===== src/hw/rtl/lds_pkg.sv =====
// lds_pkg: shared constants and types for the linear diophantine solver
// no dependencies

package lds_pkg;

  localparam int COEF_WIDTH_DEF = 32;

  localparam logic [1:0] STATUS_OK    = 2'd0;
  localparam logic [1:0] STATUS_NOSOL = 2'd1;
  localparam logic [1:0] STATUS_ZERO  = 2'd2;

  // datapath commands from the controller
  typedef struct packed {
    logic load;       // capture inputs, set up euclid state
    logic div_start;  // start a divide of r0 by r1 (or |c| by g)
    logic div_c;      // divide operands are |c| and g
    logic step;       // apply quotient to euclid state
    logic mul_start;  // start scaling multiplies
    logic mul_step;   // one partial product step
  } lds_cmd_t;

  // datapath status to the controller
  typedef struct packed {
    logic zero_coef;
    logic r1_zero;
    logic div_done;
    logic rem_zero;
    logic mul_done;
  } lds_stat_t;

endpackage


===== src/hw/rtl/lds_datapath.sv =====
// lds_datapath: euclid registers, bit-serial divider and serial multiplier
// depends on lds_pkg

module lds_datapath import lds_pkg::*; #(
  parameter int COEF_WIDTH = COEF_WIDTH_DEF
) (
  input  logic                         clk,
  input  logic                         rst,
  input  logic [COEF_WIDTH-1:0]        coef_a,
  input  logic [COEF_WIDTH-1:0]        coef_b,
  input  logic [COEF_WIDTH-1:0]        rhs_c,
  input  lds_cmd_t                     cmd,
  output lds_stat_t                    stat,
  output logic signed [63:0]           res_x,
  output logic signed [63:0]           res_y,
  output logic [31:0]                  res_g
);

  localparam int MW = COEF_WIDTH + 1;           // magnitude width
  localparam int CW = $clog2(MW + 1);
  localparam int SW = COEF_WIDTH + 2;           // bezout coefficient width
  localparam int MCW = $clog2(MW + 1);

  logic [MW-1:0] r0, r1, uc;
  logic signed [SW-1:0] s0, s1, t0, t1;
  logic neg_a, neg_b, neg_c;

  // divider state
  logic [MW-1:0] dvd, dvs, quo, rem;
  logic [CW-1:0] dcnt;
  logic          dbusy;
  logic          ddone;

  // multiplier state
  logic [MW-1:0] mk;
  logic [MCW-1:0] mcnt;

  logic [MW-1:0] abs_a, abs_b, abs_c;
  logic [MW:0]   rem_sh, rem_try;

  assign abs_a = coef_a[COEF_WIDTH-1] ? MW'(-$signed({1'b1, coef_a})) : MW'(coef_a);
  assign abs_b = coef_b[COEF_WIDTH-1] ? MW'(-$signed({1'b1, coef_b})) : MW'(coef_b);
  assign abs_c = rhs_c[COEF_WIDTH-1]  ? MW'(-$signed({1'b1, rhs_c}))  : MW'(rhs_c);

  // restoring division, one quotient bit per cycle
  assign rem_sh  = {rem, dvd[MW-1]};
  assign rem_try = rem_sh - {1'b0, dvs};

  // done pulses once quotient and remainder are final
  always_ff @(posedge clk) begin
    if (rst) begin
      dbusy <= 1'b0;
      ddone <= 1'b0;
    end else if (cmd.div_start) begin
      dbusy <= 1'b1;
      ddone <= 1'b0;
    end else if (dbusy && dcnt == CW'(MW - 1)) begin
      dbusy <= 1'b0;
      ddone <= 1'b1;
    end else begin
      ddone <= 1'b0;
    end
  end

  always_ff @(posedge clk) begin
    if (cmd.div_start) begin
      dvd  <= cmd.div_c ? uc : r0;
      dvs  <= cmd.div_c ? r0 : r1;
      rem  <= '0;
      quo  <= '0;
      dcnt <= '0;
    end else if (dbusy) begin
      dvd  <= {dvd[MW-2:0], 1'b0};
      dcnt <= dcnt + 1'b1;
      if (!rem_try[MW]) begin
        rem <= rem_try[MW-1:0];
        quo <= {quo[MW-2:0], 1'b1};
      end else begin
        rem <= rem_sh[MW-1:0];
        quo <= {quo[MW-2:0], 1'b0};
      end
    end
  end

  // euclid state update
  always_ff @(posedge clk) begin
    if (cmd.load) begin
      r0 <= abs_a;
      r1 <= abs_b;
      uc <= abs_c;
      neg_a <= coef_a[COEF_WIDTH-1];
      neg_b <= coef_b[COEF_WIDTH-1];
      neg_c <= rhs_c[COEF_WIDTH-1];
      s0 <= SW'(1); s1 <= '0;
      t0 <= '0;     t1 <= SW'(1);
    end else if (cmd.step) begin
      r0 <= r1;
      r1 <= rem;
      s0 <= s1;
      s1 <= SW'(s0 - $signed(SW'(quo) * s1));
      t0 <= t1;
      t1 <= SW'(t0 - $signed(SW'(quo) * t1));
    end
  end

  // shift-add scaling of x0 and y0 by k = |c|/g
  always_ff @(posedge clk) begin
    if (cmd.mul_start) begin
      mk   <= quo;
      mcnt <= '0;
    end else if (cmd.mul_step) begin
      mcnt <= mcnt + 1'b1;
      mk   <= {1'b0, mk[MW-1:1]};
    end
  end

  // shifted operands kept 64 bits wide via separate accumulators
  logic signed [63:0] ax, ay;
  always_ff @(posedge clk) begin
    if (cmd.mul_start) begin
      ax <= 64'(neg_a ? -s0 : s0);
      ay <= 64'(neg_b ? -t0 : t0);
    end else if (cmd.mul_step) begin
      ax <= ax <<< 1;
      ay <= ay <<< 1;
    end
  end

  logic signed [63:0] sx, sy;
  always_ff @(posedge clk) begin
    if (cmd.mul_start) begin
      sx <= '0;
      sy <= '0;
    end else if (cmd.mul_step && mk[0]) begin
      sx <= sx + ax;
      sy <= sy + ay;
    end
  end

  assign res_x = neg_c ? -sx : sx;
  assign res_y = neg_c ? -sy : sy;
  assign res_g = 32'(r0);

  assign stat.zero_coef = (r0 == '0) || (r1 == '0);
  assign stat.r1_zero   = (r1 == '0);
  assign stat.div_done  = ddone;
  assign stat.rem_zero  = (rem == '0);
  assign stat.mul_done  = (mcnt == MCW'(MW - 1));

endmodule


===== src/hw/rtl/lds_ctrl.sv =====
// lds_ctrl: sequencing state machine for the solver
// depends on lds_pkg

module lds_ctrl import lds_pkg::*; (
  input  logic      clk,
  input  logic      rst,
  input  logic      in_valid,
  output logic      in_ready,
  output logic      out_valid,
  input  logic      out_ready,
  input  lds_stat_t stat,
  output lds_cmd_t  cmd,
  output logic [1:0] st_code
);

  localparam logic [2:0] S_IDLE  = 3'd0;
  localparam logic [2:0] S_CHECK = 3'd1;
  localparam logic [2:0] S_DIV   = 3'd2;
  localparam logic [2:0] S_CDIV  = 3'd3;
  localparam logic [2:0] S_MUL   = 3'd4;
  localparam logic [2:0] S_OUT   = 3'd5;

  logic [2:0] state, state_next;
  logic [1:0] code, code_next;
  logic       first, first_next;

  always_ff @(posedge clk) begin
    if (rst) begin
      state <= S_IDLE;
      code  <= STATUS_OK;
      first <= 1'b0;
    end else begin
      state <= state_next;
      code  <= code_next;
      first <= first_next;
    end
  end

  always_comb begin
    state_next = state;
    code_next  = code;
    first_next = 1'b0;
    cmd        = '0;
    in_ready   = (state == S_IDLE);
    out_valid  = (state == S_OUT);
    unique case (state)
      S_IDLE: begin
        if (in_valid) begin
          cmd.load   = 1'b1;
          state_next = S_CHECK;
        end
      end
      S_CHECK: begin
        if (stat.zero_coef) begin
          code_next  = STATUS_ZERO;
          state_next = S_OUT;
        end else begin
          cmd.div_start = 1'b1;
          state_next    = S_DIV;
        end
      end
      S_DIV: begin
        if (stat.div_done) begin
          state_next = S_CDIV;
          first_next = 1'b1;
        end
      end
      S_CDIV: begin
        // first cycle after a divide: apply step, then continue or finish
        if (first) begin
          cmd.step = 1'b1;
        end else if (!stat.r1_zero) begin
          cmd.div_start = 1'b1;
          state_next    = S_DIV;
        end else begin
          cmd.div_start = 1'b1;
          cmd.div_c     = 1'b1;
          state_next    = S_MUL;
        end
      end
      S_MUL: begin
        if (stat.div_done) begin
          if (!stat.rem_zero) begin
            code_next  = STATUS_NOSOL;
            state_next = S_OUT;
          end else begin
            cmd.mul_start = 1'b1;
            first_next    = 1'b1;
          end
        end else if (first) begin
          cmd.mul_step = 1'b1;
          first_next   = 1'b1;
          if (stat.mul_done) begin
            code_next  = STATUS_OK;
            state_next = S_OUT;
            first_next = 1'b0;
          end
        end
      end
      S_OUT: begin
        if (out_ready) begin
          state_next = S_IDLE;
        end
      end
      default: state_next = S_IDLE;
    endcase
  end

  assign st_code = code;

endmodule


===== src/hw/rtl/linear_diophantine_solver_core.sv =====
// linear_diophantine_solver_core: top level, controller plus datapath
// depends on lds_pkg, lds_ctrl, lds_datapath
// sequence: euclid steps, each with one bit-serial divide, then a divide of |c| by g
// for the divisibility check, then serial scaling of the bezout coefficients
// throughput: one item at a time, set by the one-bit-per-cycle divider
// reset: synchronous, returns to idle with no result pending

module linear_diophantine_solver_core import lds_pkg::*; #(
  parameter int COEF_WIDTH = COEF_WIDTH_DEF
) (
  input  logic                  clk,
  input  logic                  rst,
  input  logic                  in_valid,
  output logic                  in_ready,
  input  logic [COEF_WIDTH-1:0] coef_a,
  input  logic [COEF_WIDTH-1:0] coef_b,
  input  logic [COEF_WIDTH-1:0] rhs_c,
  output logic                  out_valid,
  input  logic                  out_ready,
  output logic signed [63:0]    sol_x,
  output logic signed [63:0]    sol_y,
  output logic [31:0]           divisor_g,
  output logic [1:0]            status
);

  lds_cmd_t  cmd;
  lds_stat_t stat;
  logic signed [63:0] rx, ry;
  logic [31:0] rg;
  logic [1:0] code;

  lds_ctrl u_ctrl (
    .clk, .rst, .in_valid, .in_ready, .out_valid, .out_ready,
    .stat, .cmd, .st_code(code)
  );

  lds_datapath #(.COEF_WIDTH(COEF_WIDTH)) u_dp (
    .clk, .rst, .coef_a, .coef_b, .rhs_c, .cmd, .stat,
    .res_x(rx), .res_y(ry), .res_g(rg)
  );

  // output fields per status
  assign status    = code;
  assign sol_x     = (code == STATUS_OK) ? rx : '0;
  assign sol_y     = (code == STATUS_OK) ? ry : '0;
  assign divisor_g = (code == STATUS_ZERO) ? '0 : rg;

endmodule


===== config.mk =====
export PLATFORM = sky130hd
export DESIGN_NAME = linear_diophantine_solver_core
export DESIGN_NICKNAME = d
export VERILOG_FILES = /design/src/hw/rtl/lds_pkg.sv /design/src/hw/rtl/lds_datapath.sv /design/src/hw/rtl/lds_ctrl.sv /design/src/hw/rtl/linear_diophantine_solver_core.sv
export SDC_FILE = /design/constraint.sdc
export NUM_CORES = 2
export LEC_CHECK = 0
export CAP_MARGIN = 15
export CORE_MARGIN = 5
export CORE_UTILIZATION = 55
export DETAILED_ROUTE_END_ITERATION = 8
export DONT_BUFFER_PORTS = 1
export PLACE_DENSITY = 0.69
export SETUP_SLACK_MARGIN = 0.05
export SYNTH_ARGS = -nofsm -noshare
export SYNTH_HDL_FRONTEND = slang
export SYNTH_HIERARCHICAL = 1
export SYNTH_SLANG_ARGS = --single-unit

===== constraint.sdc =====
create_clock -name clk -period 11.9 [get_ports clk]
set_input_delay 2.38 -clock clk [delete_from_list [all_inputs] [get_ports clk]]
set_output_delay 2.38 -clock clk [all_outputs]
set_load 0.01 [all_outputs]

==> flow_summary.toml <==
[yosys]
ys_seq_elements = 679
syn_nets = 10633
ys_async_sr_fraction_pct = 0
yosysUniqueCellTypes = 88
syn_inst = 9025
ys.flop_type = "dfxtp_1"
ys_top_cells_by_area = "fa_1 25%, edfxtp_1 12%, dfxtp_1 8.7%, ha_1 7.8%, inv_1 6.4%"
syn_area_mm2 = 0.0803
post-synth-top-area-fraction_pct = 25.1
ys_seq_area_share_pct = 21.0
yosys.area.top_type = "fa_1"
synth_edf_count = 329
yosysWarnings = 6
syn_avg_cell_area_um2 = 8.90
synth_most_common_cell = "inv_1"
synthTopCellsByCount = "1372 x inv_1, 1006 x fa_1, 957 x nand2_1, 820 x and2_1, 521 x nor2_1"

[power]
intPower_uw = 4860
vdd_drop_max_mv = 0.122
power.share.clock_pct = 35.3
p_comb_share_pct = 23.6
p_per_area_mw_per_mm2 = 86.6
swShare_pct = 33.4
finalPower_uw = 7300
switchingPower_uw = 2440
power_frac_seq_pct = 41.1
power.leakage_uw = 0.0377

[place]
hpwl_mm = 171
io_buffer_count = 0
place.gp.congestion = 0.954
place_ws_ns = 3.30

[sta]
grt_setup_unrepaired = "false"
final.setup.tns_ns = 0
fin_ws_ns = 3.17
fin_crit_ns = 8.73
setup_viol_count_final = 0
worst_hold_slack_ns = 0.481
clock.fmax_mhz = 115
drv_slew = 0
fin_skew_ns = 0.0715
worstMarginPinSlew_ns = 1.28
relSlewSlack_pct = 14.7
hold_viol = 0
period_share_pct = 73.3

[final_layout]
diodes = 0
layout-drive-gt1-share_pct = 4.01
final_util_pct = 57.9
nNetsFinal = 10286
syn2layout_area_growth_pct = 4.86

[job]
drv_cap = 0

[clock_network]
post_cts_buffers = 0
cts_buffer_depth = 3
ctsHoldBuffers = 0
clk_latency_ns = 0.71
htreeDepth = 3
clk_pin_slew_ns = 0.06
cts_resized = 0
cts_tree = "built"
cts-buffers-inserted = 82
cts-root-buf = "clkbuf_16"
cts.sinks = 679

[floorplan]
die_h_um = 392
die_w_um = 392
pin_count = 264
coreArea_mm2 = 0.145
die-area_mm2 = 0.154
rows = 140
start_util_pct = 55.3

[detailed_routing]
wl_mm = 230
via_per_inst = 5.83
route.detailed.drc = 0
postRouteAntennaNets = 0
initialDrtViolationCount = 4621
wl_per_cell_um = 21.6
via_count = 62127
firstDrtPassIters = 6

[min_path]
holdCritStartpoint = "u_dp/dcnt[5]$_SDFFE_PP0P_"
whs_path_depth = 2
hold_class = "reg2reg"

[worst_setup_path]
path_max_fanout = 40
critPathLaunchType = "flop"
crit_slowest_cell = "dfxtp_2"
cp_num_cells = 26
worst_setup_path_end_kind = "flop"
critPathCapture = "u_dp/t1[32]$_SDFFE_PP0P_"
path_class = "reg2reg"
crit_top_cell = "fa_1"
reg2reg_from = "u_dp/quo[0]$_SDFFE_PP0P_"
rrSetupSlack_ns = 3.17
worstPathRequired_ns = 12.42
arrival_ns = 9.25
rr_worst_depth = 26
r2r_end = "u_dp/t1[32]$_SDFFE_PP0P_"
cpPeakStageDelay_ns = 0.88
path_delay_family = "adder cells"
cp_num_buf_inv = 6
crit_path_start = "u_dp/quo[0]$_SDFFE_PP0P_"

[global_route]
grt_max_degree = 171
grt_pass1_wl_mm = 364
antenna_found_initial = 1
grt_overflow = 0
grt.total_usage_pct = 30.1
grt_pass1_vias = 64232

[outcome]
status = "finished clean"
## area by class of cell
class	count	area, µm²
fill	12978	61100
multi-input combinational	6461	56300
clock buffer	109	2240
tap	1917	2400
timing repair buffer	82	708
inverter	1372	5150
sequential	679	16900
clock inverter	44	528
## cell families (layout without fill, tap and decap cells)
logic type	count (synthesis)	after routing	synth area share (%)
and+or+nand+nor	2760	2760	17.0
buffers and inverters	1885	1607	9.01
adders and majority gates	1508	1508	32.9
AOI/OAI and AO/OA	1335	1335	10.3
DFF	679	679	21.0
xor gates and xnor gates	602	602	6.56
muxes	255	255	3.28
other	1	1	0.00467
## layer usage
| metal | global-route usage [%] | routed length, µm | up-vias |
|---|---|---|---|
| li1 | - | - | 28148 |
| met2 | 49.4 | 107000 | 2480 |
| met5 | 0 | 0 | - |
| met1 | 40.4 | 95300 | 31048 |
| met4 | 10.6 | 8760 | 0 |
| met3 | 5.14 | 18600 | 451 |
## metrics by stage
step | instance area (µm²) | instances
floorplan | 80300 | 9025
global placement | 81400 | 10507
detailed placement | 81500 | 10510
CTS | 84200 | 10663
global route | 84200 | 10664
finish | 84200 | 10664
## placed cells by master (no fill, tap or decap), drive strengths merged, types with 40 or more instances in the layout
cell / n
inv: 1376
fa: 1006
nand2: 957
and2: 820
nor2: 521
ha: 502
a21oi: 486
xnor2: 369
dfxtp: 350
edfxtp: 329
o21ai: 305
xor2: 233
mux2i: 186
clkbuf: 109
a21o: 106
o31ai: 92
buf: 82
or3: 71
mux2: 69
a211oi: 64
nor3: 59
or4: 50
nand3: 49
o21bai: 46
nand2b: 45
nor4: 40
## flip-flops by register name, indices dropped and copies added, names as in the netlist, 33 cells and up
| signal | count |
|---|---|
| u_dp/sx | 64 |
| u_dp/t1 | 34 |
| u_dp/sy | 64 |
| u_dp/ay | 64 |
| u_dp/r1 | 33 |
| u_dp/t0 | 34 |
| u_dp/quo | 33 |
| u_dp/r0 | 33 |
| u_dp/dvd | 33 |
| u_dp/ax | 64 |
| u_dp/s1 | 34 |
| u_dp/s0 | 34 |
| u_dp/dvs | 33 |
| u_dp/rem | 33 |
| u_dp/uc | 33 |
| u_dp/mk | 33 |
## power by group through the flow
stage / registers [µW] / clock network (µW) / logic [µW]
finish: 3000 / 2580 / 1720
global route: 3020 / 2720 / 1890
CTS: 2990 / 2630 / 1700
detailed placement: 3040 / 0 / 1680
global placement: 3040 / 0 / 1650
floorplan: 2880 / 0 / 1370
## worst min path at each step
stage | endpoint | slack (ns)
finish | u_dp/ddone$_SDFF_PP0_ | 0.48
global route | u_dp/dcnt[5]$_SDFFE_PP0P_ | 0.51
CTS | u_dp/ddone$_SDFF_PP0_ | 0.48
detailed placement | u_dp/ddone$_SDFF_PP0_ | 0.47
global placement | u_dp/ddone$_SDFF_PP0_ | 0.46
floorplan | u_dp/ddone$_SDFF_PP0_ | 0.44
## tightest hold or removal path: stages (launching register included)
cell and delay [ns]:
dfxtp_1 0.32, nand2_1 0.08, nor3_1 0.04
Power figures use the tool's default switching activity.
